<file path="config.mk">
export PLATFORM = sky130hd
export DESIGN_NAME = av1_frame_ref_selector
export DESIGN_NICKNAME = d
export VERILOG_FILES = /design/src/hw/rtl/afrs_pkg.sv /design/src/hw/rtl/afrs_prep.sv /design/src/hw/rtl/afrs_bwd.sv /design/src/hw/rtl/afrs_fwd.sv /design/src/hw/rtl/av1_frame_ref_selector.sv
export SDC_FILE = /design/constraint.sdc
export NUM_CORES = 2
export LEC_CHECK = 0
export ABC_AREA = 1
export BUFFER_PORTS_ARGS = -buffer_cell sky130_fd_sc_hd__buf_2
export CORE_MARGIN = 3
export CORE_UTILIZATION = 44
export DETAILED_ROUTE_END_ITERATION = 10
export SKIP_CTS_REPAIR_TIMING = 1
export SYNTH_ARGS = -nofsm -noshare
export SYNTH_HDL_FRONTEND = slang
export SYNTH_SLANG_ARGS = --single-unit
</file>
<file path="constraint.sdc">
create_clock -name clk -period 23.3 [get_ports clk]
set_input_delay 4.66 -clock clk [delete_from_list [all_inputs] [get_ports clk]]
set_output_delay 4.66 -clock clk [all_outputs]
set_load 0.005 [all_outputs]
</file>
<file path="src/hw/rtl/afrs_pkg.sv">
// Shared types, constants and the slot search function of the frame reference selector.
package afrs_pkg;

  localparam int NUM_SLOTS = 8;
  localparam int NUM_REFS  = 7;
  localparam int SLOT_W    = 3;
  localparam int HINT_W    = 8;
  localparam int BITS_W    = 4;
  localparam int NUM_BWD   = 3;
  localparam int NUM_FILL  = NUM_REFS - 2;
  // input reg + backward stages + forward fill stages + output reg
  localparam int PIPE_LAT  = 1 + NUM_BWD + NUM_FILL + 1;

  localparam logic [BITS_W-1:0] MAX_HINT_BITS = BITS_W'(HINT_W);

  localparam int REF_LAST    = 0;
  localparam int REF_LAST2   = 1;
  localparam int REF_LAST3   = 2;
  localparam int REF_GOLDEN  = 3;
  localparam int REF_BWDREF  = 4;
  localparam int REF_ALTREF2 = 5;
  localparam int REF_ALTREF  = 6;

  localparam int CFG_HINT_BITS   = 0;
  localparam int CFG_HINT_ENABLE = 1;

  // backward searches: ALTREF latest, then BWDREF and ALTREF2 earliest
  localparam int BWD_REF [NUM_BWD] = '{REF_ALTREF, REF_BWDREF, REF_ALTREF2};
  localparam bit BWD_EARLIEST [NUM_BWD] = '{1'b0, 1'b1, 1'b1};

  localparam int FILL_ORDER [NUM_FILL] =
    '{REF_LAST2, REF_LAST3, REF_BWDREF, REF_ALTREF2, REF_ALTREF};

  typedef enum logic [1:0] {
    STATUS_OK          = 2'd0,
    STATUS_LAST_LATE   = 2'd1,
    STATUS_GOLDEN_LATE = 2'd2
  } status_t;

  typedef logic [NUM_SLOTS-1:0][HINT_W-1:0] sh_t;

  typedef struct packed {
    logic                             valid;
    sh_t                              sh;
    logic [NUM_SLOTS-1:0]             bwd;
    logic [NUM_SLOTS-1:0]             used;
    logic [NUM_REFS-1:0][SLOT_W-1:0]  refs;
    logic [NUM_REFS-1:0]              set;
    logic [SLOT_W-1:0]                early;
    status_t                          status;
  } item_t;

  typedef struct packed {
    logic                             valid;
    logic [NUM_REFS-1:0][SLOT_W-1:0]  refs;
    status_t                          status;
  } result_t;

  typedef struct packed {
    logic              found;
    logic [SLOT_W-1:0] idx;
  } pick_t;

  // Latest: ties go to the higher slot. Earliest: ties go to the lower slot.
  function automatic pick_t pick(sh_t sh, logic [NUM_SLOTS-1:0] cand, logic earliest);
    pick_t             r;
    logic [HINT_W-1:0] bh;
    r  = '0;
    bh = '0;
    for (int i = 0; i < NUM_SLOTS; i++) begin
      if (cand[i] && (!r.found || (earliest ? (sh[i] < bh) : (sh[i] >= bh)))) begin
        r.found = 1'b1;
        r.idx   = SLOT_W'(i);
        bh      = sh[i];
      end
    end
    return r;
  endfunction

endpackage

</file>
<file path="src/hw/rtl/afrs_prep.sv">
// Input stage: shifted slot hints, backward flags, LAST/GOLDEN setup and status.
module afrs_prep import afrs_pkg::*; (
  input  logic                            clk,
  input  logic                            rst,
  input  logic [BITS_W-1:0]               hint_bits,
  input  logic                            hint_enable,
  input  logic                            accept,
  input  logic [SLOT_W-1:0]               last_ref_slot,
  input  logic [SLOT_W-1:0]               golden_ref_slot,
  input  logic [HINT_W-1:0]               current_order_hint,
  input  logic [NUM_SLOTS-1:0][HINT_W-1:0] slot_hint,
  output item_t                           item
);

  logic [BITS_W-1:0] bits_eff;
  logic [HINT_W-1:0] centre;
  item_t             item_next;

  always_comb begin
    if (hint_bits == '0) begin
      bits_eff = BITS_W'(1);
    end else if (hint_bits > MAX_HINT_BITS) begin
      bits_eff = MAX_HINT_BITS;
    end else begin
      bits_eff = hint_bits;
    end
    centre = HINT_W'(1) << (bits_eff - BITS_W'(1));
  end

  always_comb begin
    logic [HINT_W-1:0] d;
    d = '0;
    item_next       = '0;
    item_next.valid = accept;
    for (int i = 0; i < NUM_SLOTS; i++) begin
      d = slot_hint[i] - current_order_hint;
      if (hint_enable) begin
        // centre + wrapped distance: low bits kept, sign bit flipped
        item_next.sh[i]  = (d & (centre - HINT_W'(1))) | (~d & centre);
        item_next.bwd[i] = (d & centre) == '0;
      end else begin
        item_next.sh[i]  = centre;
        item_next.bwd[i] = 1'b1;
      end
    end
    item_next.refs[REF_LAST]   = last_ref_slot;
    item_next.refs[REF_GOLDEN] = golden_ref_slot;
    item_next.set[REF_LAST]    = 1'b1;
    item_next.set[REF_GOLDEN]  = 1'b1;
    item_next.used[last_ref_slot]   = 1'b1;
    item_next.used[golden_ref_slot] = 1'b1;
    if (item_next.bwd[last_ref_slot]) begin
      item_next.status = STATUS_LAST_LATE;
    end else if (item_next.bwd[golden_ref_slot]) begin
      item_next.status = STATUS_GOLDEN_LATE;
    end else begin
      item_next.status = STATUS_OK;
    end
  end

  always_ff @(posedge clk) begin
    if (rst) begin
      item.valid <= 1'b0;
    end else begin
      item <= item_next;
    end
  end

endmodule

</file>
<file path="src/hw/rtl/afrs_bwd.sv">
// Backward search stages: ALTREF, BWDREF, ALTREF2, one per stage; earliest slot overall.
module afrs_bwd import afrs_pkg::*; (
  input  logic  clk,
  input  logic  rst,
  input  item_t item_in,
  output item_t item_out
);

  item_t stg  [NUM_BWD+1];
  item_t nxt  [NUM_BWD];

  assign stg[0]   = item_in;
  assign item_out = stg[NUM_BWD];

  for (genvar g = 0; g < NUM_BWD; g++) begin : g_stage
    pick_t p;
    pick_t p_all;

    assign p     = pick(stg[g].sh, ~stg[g].used & stg[g].bwd, BWD_EARLIEST[g]);
    assign p_all = pick(stg[g].sh, '1, 1'b1);

    always_comb begin
      nxt[g] = stg[g];
      if (g == 0) begin
        nxt[g].early = p_all.idx;
      end
      if (p.found) begin
        nxt[g].refs[BWD_REF[g]] = p.idx;
        nxt[g].set[BWD_REF[g]]  = 1'b1;
        nxt[g].used[p.idx]      = 1'b1;
      end
    end

    always_ff @(posedge clk) begin
      if (rst) begin
        stg[g+1].valid <= 1'b0;
      end else begin
        stg[g+1] <= nxt[g];
      end
    end
  end

endmodule

</file>
<file path="src/hw/rtl/afrs_fwd.sv">
// Forward fill stages for empty references, then fallback to the earliest slot.
module afrs_fwd import afrs_pkg::*; (
  input  logic    clk,
  input  logic    rst,
  input  item_t   item_in,
  output result_t res
);

  item_t   stg [NUM_FILL+1];
  item_t   nxt [NUM_FILL];
  result_t res_next;

  assign stg[0] = item_in;

  for (genvar g = 0; g < NUM_FILL; g++) begin : g_stage
    pick_t p;

    assign p = pick(stg[g].sh, ~stg[g].used & ~stg[g].bwd, 1'b0);

    always_comb begin
      nxt[g] = stg[g];
      if (!stg[g].set[FILL_ORDER[g]] && p.found) begin
        nxt[g].refs[FILL_ORDER[g]] = p.idx;
        nxt[g].set[FILL_ORDER[g]]  = 1'b1;
        nxt[g].used[p.idx]         = 1'b1;
      end
    end

    always_ff @(posedge clk) begin
      if (rst) begin
        stg[g+1].valid <= 1'b0;
      end else begin
        stg[g+1] <= nxt[g];
      end
    end
  end

  always_comb begin
    res_next.valid  = stg[NUM_FILL].valid;
    res_next.status = stg[NUM_FILL].status;
    for (int r = 0; r < NUM_REFS; r++) begin
      res_next.refs[r] = stg[NUM_FILL].set[r] ? stg[NUM_FILL].refs[r] : stg[NUM_FILL].early;
    end
  end

  always_ff @(posedge clk) begin
    if (rst) begin
      res.valid <= 1'b0;
    end else begin
      res <= res_next;
    end
  end

endmodule

</file>
<file path="src/hw/rtl/av1_frame_ref_selector.sv">
// AV1 reference slot selector: a new frame header may be started every cycle
// (busy is high only during reset), and its seven reference slots and status
// appear on the result ports with done, for one cycle, after the input stage,
// eight search stages and the output register; the receiver cannot stall. The
// eight searches over the slots run one per pipeline stage, between the input
// stage and the output register. Configuration writes take effect at once and
// are meant to happen while no transaction is in flight.
module av1_frame_ref_selector import afrs_pkg::*; (
  input  logic                clk,
  input  logic                rst,
  input  logic                cfg_wr_en,
  input  logic                cfg_index,
  input  logic [BITS_W-1:0]   cfg_wdata,
  input  logic                start,
  output logic                busy,
  input  logic [SLOT_W-1:0]   last_ref_slot,
  input  logic [SLOT_W-1:0]   golden_ref_slot,
  input  logic [HINT_W-1:0]   current_order_hint,
  input  logic [HINT_W-1:0]   slot_hint_0,
  input  logic [HINT_W-1:0]   slot_hint_1,
  input  logic [HINT_W-1:0]   slot_hint_2,
  input  logic [HINT_W-1:0]   slot_hint_3,
  input  logic [HINT_W-1:0]   slot_hint_4,
  input  logic [HINT_W-1:0]   slot_hint_5,
  input  logic [HINT_W-1:0]   slot_hint_6,
  input  logic [HINT_W-1:0]   slot_hint_7,
  output logic                done,
  output logic [SLOT_W-1:0]   ref_last,
  output logic [SLOT_W-1:0]   ref_last2,
  output logic [SLOT_W-1:0]   ref_last3,
  output logic [SLOT_W-1:0]   ref_golden,
  output logic [SLOT_W-1:0]   ref_bwdref,
  output logic [SLOT_W-1:0]   ref_altref2,
  output logic [SLOT_W-1:0]   ref_altref,
  output logic [1:0]          status
);

  logic [BITS_W-1:0]                order_hint_bits;
  logic                             order_hint_enable;
  logic                             accept;
  logic [NUM_SLOTS-1:0][HINT_W-1:0] slot_hint;
  item_t                            prep_item;
  item_t                            bwd_item;
  result_t                          res;

  always_ff @(posedge clk) begin
    if (rst) begin
      order_hint_bits   <= MAX_HINT_BITS;
      order_hint_enable <= 1'b1;
    end else if (cfg_wr_en) begin
      case (cfg_index)
        1'(CFG_HINT_BITS):   order_hint_bits   <= cfg_wdata;
        1'(CFG_HINT_ENABLE): order_hint_enable <= cfg_wdata[0];
        default: ;
      endcase
    end
  end

  assign busy   = rst;
  assign accept = start && !busy;

  assign slot_hint[0] = slot_hint_0;
  assign slot_hint[1] = slot_hint_1;
  assign slot_hint[2] = slot_hint_2;
  assign slot_hint[3] = slot_hint_3;
  assign slot_hint[4] = slot_hint_4;
  assign slot_hint[5] = slot_hint_5;
  assign slot_hint[6] = slot_hint_6;
  assign slot_hint[7] = slot_hint_7;

  afrs_prep u_prep (
    .clk                (clk),
    .rst                (rst),
    .hint_bits          (order_hint_bits),
    .hint_enable        (order_hint_enable),
    .accept             (accept),
    .last_ref_slot      (last_ref_slot),
    .golden_ref_slot    (golden_ref_slot),
    .current_order_hint (current_order_hint),
    .slot_hint          (slot_hint),
    .item               (prep_item)
  );

  afrs_bwd u_bwd (
    .clk      (clk),
    .rst      (rst),
    .item_in  (prep_item),
    .item_out (bwd_item)
  );

  afrs_fwd u_fwd (
    .clk     (clk),
    .rst     (rst),
    .item_in (bwd_item),
    .res     (res)
  );

  assign done        = res.valid;
  assign ref_last    = res.refs[REF_LAST];
  assign ref_last2   = res.refs[REF_LAST2];
  assign ref_last3   = res.refs[REF_LAST3];
  assign ref_golden  = res.refs[REF_GOLDEN];
  assign ref_bwdref  = res.refs[REF_BWDREF];
  assign ref_altref2 = res.refs[REF_ALTREF2];
  assign ref_altref  = res.refs[REF_ALTREF];
  assign status      = res.status;

`ifndef SYNTHESIS
  // every accepted transaction comes out of the pipeline with done
  a_accept_to_done: assert property (@(posedge clk) disable iff (rst)
    accept |-> ##PIPE_LAT done)
    else $error("accepted transaction produced no result");

  // no result without a matching accepted transaction
  a_done_from_accept: assert property (@(posedge clk) disable iff (rst)
    done |-> $past(accept, PIPE_LAT))
    else $error("result without matching transaction");

  // LAST and GOLDEN pass through the pipeline unchanged
  a_last_golden_kept: assert property (@(posedge clk) disable iff (rst)
    done |-> (ref_last == $past(last_ref_slot, PIPE_LAT)) &&
             (ref_golden == $past(golden_ref_slot, PIPE_LAT)))
    else $error("LAST or GOLDEN slot corrupted");
`endif

endmodule
</file>
# Word-level counts from Yosys, hierarchy flattened
# Cells that the tools add are included.
dict set report op_classes {
  addsub 10
  n_shift 1
  order_cmp 82
  n_reduce_logical 210
  bitwise_logic 70
  mul 0
  eq_ne 0
  div_mod_pow 0
  mux 188
}
# operator n
set ops {}
lappend ops {{$mux W8} 76}
lappend ops {{$ge A8 B8 Y1} 42}
lappend ops {{$mux W4} 71}
lappend ops {{$and A8 B8 Y8} 32}
lappend ops {{$lt A8 B8 Y1} 21}
lappend ops {{$not A8 Y8} 21}
lappend ops {{$or A8 B8 Y8} 16}
lappend ops {{$logic_and A1 B1 Y1} 69}
lappend ops {{$logic_not A1 Y1} 65}
lappend ops {{$logic_not A8 Y1} 8}
lappend ops {{$sub A8 B8 Y8} 8}
lappend ops {{$logic_or A1 B1 Y1} 62}
lappend ops {{$lt A3 B4 Y1 const B} 9}
lappend ops {{$demux W1 S3} 9}
lappend ops {{$ge A3 B1 Y1 const B} 9}
lappend ops {{$mux W3} 8}
lappend ops {{$mux W1} 20}
lappend ops {{$mux W11} 1}
lappend ops {{$shl A1 B4 Y8 const A} 1}
lappend ops {{$sub A8 B1 Y8 const B} 1}
lappend ops {{$bmux W1 S3} 2}
lappend ops {{$gt A4 B4 Y1 const B} 1}
lappend ops {{$logic_not A4 Y1} 1}
lappend ops {{$reduce_and A2 Y1} 2}
lappend ops {{other kinds (6)} 6}
dict set report totals {
  mem_bits_rw 0
  ff_bits 894
  memories 0
  rom_bits 0
  latch_bits 0
}

# Depth between registers and ports, before layout
dict set report logic_depth {
  word_depth 37
  mapped_depth 107
  ltp_nobuf 100
}

# By module
# A second synthesis with hierarchy kept.
dict set report unflattened {
  hier_cells 5669
  hier_area_um2 54795.1
}
# module seq_area_each_um2 area_per_inst_um2 cells_per_inst instances
set by_module_without_submodules {}
lappend by_module_without_submodules {afrs_fwd 15374.7 27859.2 2741 1}
lappend by_module_without_submodules {afrs_bwd 10239.8 18785.5 1807 1}
lappend by_module_without_submodules {afrs_prep 2662.6 7925.1 1087 1}
lappend by_module_without_submodules {av1_frame_ref_selector 100.1 225.2 34 1}

# Least setup slack after synthesis
# Ideal clock, no wire load.
dict set report synth_timing {
  path_type {input -> register}
  startpoint {input rst}
  endpoint {register order_hint_bits[0]}
  required_time_ps 23163
  stages 3
  setup_slack_ps -350
  n_path_buf 0
  arrival_time_ps 23513
  path_cell_list {inv_1 -> o21ai_0 -> a21oi_1}
}
# element line_no
set synth_rtl {}
lappend synth_rtl {{start, declared} av1_frame_ref_selector.sv:10} ;# input logic rst,
lappend synth_rtl {{end signal, assigned} av1_frame_ref_selector.sv:52} ;# 1'(CFG_HINT_BITS): order_hint_bits <= cfg_wdata;
lappend synth_rtl {{end, declared} av1_frame_ref_selector.sv:38} ;# logic [BITS_W-1:0] order_hint_bits;

==> impl_metrics.sql <==
INSERT INTO impl_metrics (metric_group, metric, value, unit) VALUES
('logic_synthesis', 'post_synthesis_sequential_area_ratio', '0.556', ''),
('layout', 'filler_cell_count', '9769', ''),
('detailed_routing', 'ant_nets', '0', ''),
('layout', 'multiInputGateArea', '19200', 'um^2'),
('setup_path', 'worstSetupEndpointType', 'flop', ''),
('global_route', 'grt_start_max_net_pins', '176', ''),
('run', 'cap_violations', '0', ''),
('setup_path', 'critical-path-max-stage-delay', '0.79', 'ns'),
('logic_synthesis', 'synthesis.area_per_instance', '10.7', 'um^2'),
('clocking', 'clock_tree.htree_level_count', '3', ''),
('die', 'design.die.area', '113000', 'um^2'),
('global_route', 'first_global_vias', '30594', ''),
('detailed_routing', 'post_drt_wl_per_cell', '17.6', 'um'),
('detailed_routing', 'count_of_vias_placed_by_the_detailed_router', '31379', ''),
('sta', 'report.final.slew_viol_count', '0', ''),
('placed_design', 'buffer_ports.inserted', '111', ''),
('power_and_ir_drop', 'power.density', '94.6', 'nW/um^2'),
('clocking', 'tritoncts_num_sinks', '894', ''),
('sta', 'setup_total_negative_slack', '0', 'ns'),
('sta', 'max_slew_margin', '0.215', ''),
('global_route', 'groute.usage.overall', '0.190', ''),
('logic_synthesis', 'synth_cell_type_count', '61', ''),
('placed_design', 'gpl.final_weighted_congestion', '0.884', ''),
('sta', 'timing.clock.skew', '0.0249', 'ns'),
('power_and_ir_drop', 'leakagePower', '23.2', 'nW'),
('hold_path', 'hold_path_class', 'flop to flop', ''),
('setup_path', 'reg2reg_to', 'u_fwd.stg[375]', ''),
('power_and_ir_drop', 'power.total', '5.04', 'mW'),
('logic_synthesis', 'ys_ff_latch', '894', ''),
('clocking', 'clock_tree.root_cell', 'clkbuf_16', ''),
('detailed_routing', 'detail_route.wirelength', '107000', 'um'),
('logic_synthesis', 'synth-edff-count', '879', ''),
('sta', 'fin_worst_hold_slack', '0.399', 'ns'),
('setup_path', 'flop2flop_setup_slack', '6.58', 'ns'),
('logic_synthesis', 'syn_inst', '4474', ''),
('clocking', 'cts.path.max_buffers', '3', ''),
('layout', 'finalNetCount', '5263', ''),
('setup_path', 'reg2regPathDepth', '87', ''),
('layout', 'finish.instance_area', '53300', 'um^2'),
('power_and_ir_drop', 'max-vdd-ir-drop', '0.0569', 'mV'),
('sta', 'final_min_period_over_clock_period', '0.718', ''),
('detailed_routing', 'detailedRoute.firstPassIterationCount', '5', ''),
('die', 'placeableCoreArea', '108000', 'um^2'),
('logic_synthesis', 'async_flop_share', '0', ''),
('setup_path', 'required_worst_endpoint', '23.78', 'ns'),
('setup_path', 'critPathMostFrequentCell', 'o21a_1', ''),
('global_route', 'initial_antenna_violation_count', '1', ''),
('detailed_routing', 'routed_via_density', '5.14', ''),
('layout', 'area_growth_syn_to_layout', '11.1', '%'),
('setup_path', 'critical_path.startpoint_type', 'flop', ''),
('logic_synthesis', 'ys.flop_type', 'edfxtp_1', ''),
('run_status', 'status', 'finished, final reports clean', ''),
('logic_synthesis', 'mappedNetlistNets', '5117', ''),
('sta', 'fmaxAchievable', '59.8', 'MHz'),
('global_route', 'globalRouteOverflowTotal', '0', ''),
('setup_path', 'cp-endpoint', 'u_fwd.stg[375]', ''),
('setup_path', 'setup.worst_path.start', 'u_fwd.stg[489]', ''),
('setup_path', 'worst-path-max-fanout', '20', ''),
('setup_path', 'rr_startpoint', 'u_fwd.stg[489]', ''),
('clocking', 'clock_latency', '0.67', 'ns'),
('clocking', 'cts_tree', 'built', ''),
('global_route', 'wire_length_of_the_first_global_routing_pass', '167000', 'um'),
('clocking', 'clock_transition_time_at_the_flip_flop_clock_pins_of_the_worst_setup_and_hold_paths', '0.06', 'ns'),
('setup_path', 'critical_path.slowest_cell', 'nor3_1', ''),
('logic_synthesis', 'synth_area', '48000', 'um^2'),
('die', 'chip_height', '336', 'um'),
('layout', 'count_of_antenna_diodes_in_the_layout', '0', ''),
('layout', 'layout.area.seq', '26700', 'um^2'),
('placed_design', 'dpl.hpwl', '84300', 'um'),
('layout', 'share_of_cells_above_drive_strength_1', '0.0751', ''),
('sta', 'timing_worst_slew_pin_value', '1.17', 'ns');
==> synthesized netlist by cell type, types with 3 or more instances <==
| cell type | number | share of area |
|---|---|---|
| nand2_1 | 1008 | 0.079 |
| edfxtp_1 | 879 | 0.55 |
| o21ai_0 | 557 | 0.058 |
| ha_1 | 548 | 0.14 |
| inv_1 | 452 | 0.035 |
| nor2_1 | 185 | 0.014 |
| a21oi_1 | 172 | 0.018 |
| nand3_1 | 98 | 0.010 |
| o21a_1 | 88 | 0.014 |
| clkbuf_1 | 70 | 0.0055 |
| a21boi_0 | 43 | 0.0067 |
| nand2_2 | 43 | 0.0056 |
| o21bai_1 | 43 | 0.0067 |
| a211oi_1 | 37 | 0.0058 |
| mux2i_1 | 26 | 0.0054 |
| xor2_1 | 22 | 0.0040 |
| xnor2_1 | 18 | 0.0033 |
| o31ai_1 | 16 | 0.0025 |
| dfxtp_1 | 15 | 0.0063 |
| a21o_1 | 13 | 0.0020 |
| or2_2 | 12 | 0.0016 |
| o211ai_1 | 11 | 0.0017 |
| a31oi_1 | 10 | 0.0013 |
| fa_1 | 8 | 0.0033 |
| nor3_1 | 8 | 0.00083 |
| and2_1 | 6 | 0.00078 |
| nand2_4 | 6 | 0.0014 |
| clkbuf_8 | 5 | 0.0014 |
| inv_2 | 5 | 0.00039 |
| nor2_2 | 5 | 0.00065 |
| o21ai_1 | 5 | 0.00052 |
| a22oi_1 | 4 | 0.00063 |
| buf_1 | 4 | 0.00031 |
| nand4_1 | 4 | 0.00052 |
| o2111ai_1 | 4 | 0.00073 |
| o221ai_1 | 4 | 0.00073 |
| a2111o_1 | 3 | 0.00070 |
| o22ai_1 | 3 | 0.00039 |
| o311ai_0 | 3 | 0.00055 |
| o41ai_1 | 3 | 0.00055 |
==> routing by layer <==
layer | vias to the layer above | global-route usage | wire [um]
met5 | - | 0 | 0
met4 | 0 | 0.0922 | 5510
met3 | 260 | 0.0233 | 3060
met2 | 613 | 0.346 | 54100
met1 | 14399 | 0.220 | 44500
li1 | 16107 | - | -
==> stage by stage <==
| stage | worst slack [ns] | std cells | util |
|---|---|---|---|
| after floorplan | 5.14 | 4474 | - |
| after global placement | 6.74 | 5926 | 0.466 |
| after detailed placement | 6.71 | 5926 | 0.466 |
| after CTS | 6.62 | 6103 | 0.495 |
| after global routing | 4.99 | 6103 | 0.495 |
| final | 6.58 | 6103 | 0.495 |
==> worst max-delay path, delay by kind of cell, from the launching register on <==
family | cells | cell delay (ns)
buffers and inverters | 6 | 0.63
and+or+nand+nor | 20 | 4.07
adders and majority gates | 7 | 2.16
DFF | 1 | 0.45
AOI/OAI and AO/OA | 54 | 9.17
==> flip-flops by register name, summed over array words and instances, names as in the netlist, 3 cells and up <==
| signal | cells |
|---|---|
| order_hint_bits | 4 |
| u_bwd.nxt | 180 |
| u_fwd.stg | 73 |
| u_bwd.stg | 16 |
| u_fwd.nxt | 400 |
| u_fwd.res | 24 |
| u_prep.item | 89 |
| u_bwd.item_out | 104 |
| u_fwd.res_next | 3 |
==> power by group <==
part,switching [mW],internal (mW),leakage (nW)
logic,0.943,0.532,12.9
clock network,0.624,0.890,1.53
registers,0.0984,1.95,8.71
==> layout by cell type (no fill, tap or decap), types with 88 or more instances in the layout <==
cell	instances
inv_1	451
o21ai_0	557
o21a_1	88
edfxtp_1	879
clkbuf_16	95
buf_2	111
a21oi_1	172
ha_1	548
nand3_1	98
nand2_1	1008
nor2_1	185
==> cell type report <==
cell class | instances | share of cell area
sequential | 894 | 0.501
multi-input combinational | 3039 | 0.360
clock buffer | 114 | 0.0459
tap | 1403 | 0.0329
inverter | 458 | 0.0323
timing repair buffer | 132 | 0.0139
clock inverter | 63 | 0.0137
==> how the worst min path moves through the flow <==
stage | startpoint | end | slack (ns) | cells after the start
final | u_fwd.nxt[227] | u_fwd.nxt[113] | 0.40 | 2
after global routing | u_fwd.stg[13] | u_fwd.res[3] | 0.40 | 0
after CTS | u_fwd.nxt[372] | u_fwd.nxt[258] | 0.40 | 0
after detailed placement | u_fwd.nxt[455] | u_fwd.nxt[341] | 0.39 | 2
after global placement | u_fwd.nxt[455] | u_fwd.nxt[341] | 0.39 | 2
after floorplan | u_bwd.nxt[113] | u_bwd.item_out[113] | 0.39 | 2
==> cell families (layout without fill, tap and decap cells) <==
family | Yosys count | in the layout | synth area share
and+or+nand+nor | 1384 | 1384 | 0.117
AOI/OAI and AO/OA | 1033 | 1033 | 0.124
DFF | 894 | 894 | 0.556
adders and majority gates | 556 | 556 | 0.146
buffers and inverters | 541 | 767 | 0.0437
xor gates and xnor gates | 40 | 40 | 0.00730
muxes | 26 | 26 | 0.00542
Note: power is estimated with default switching activity, not from simulation.
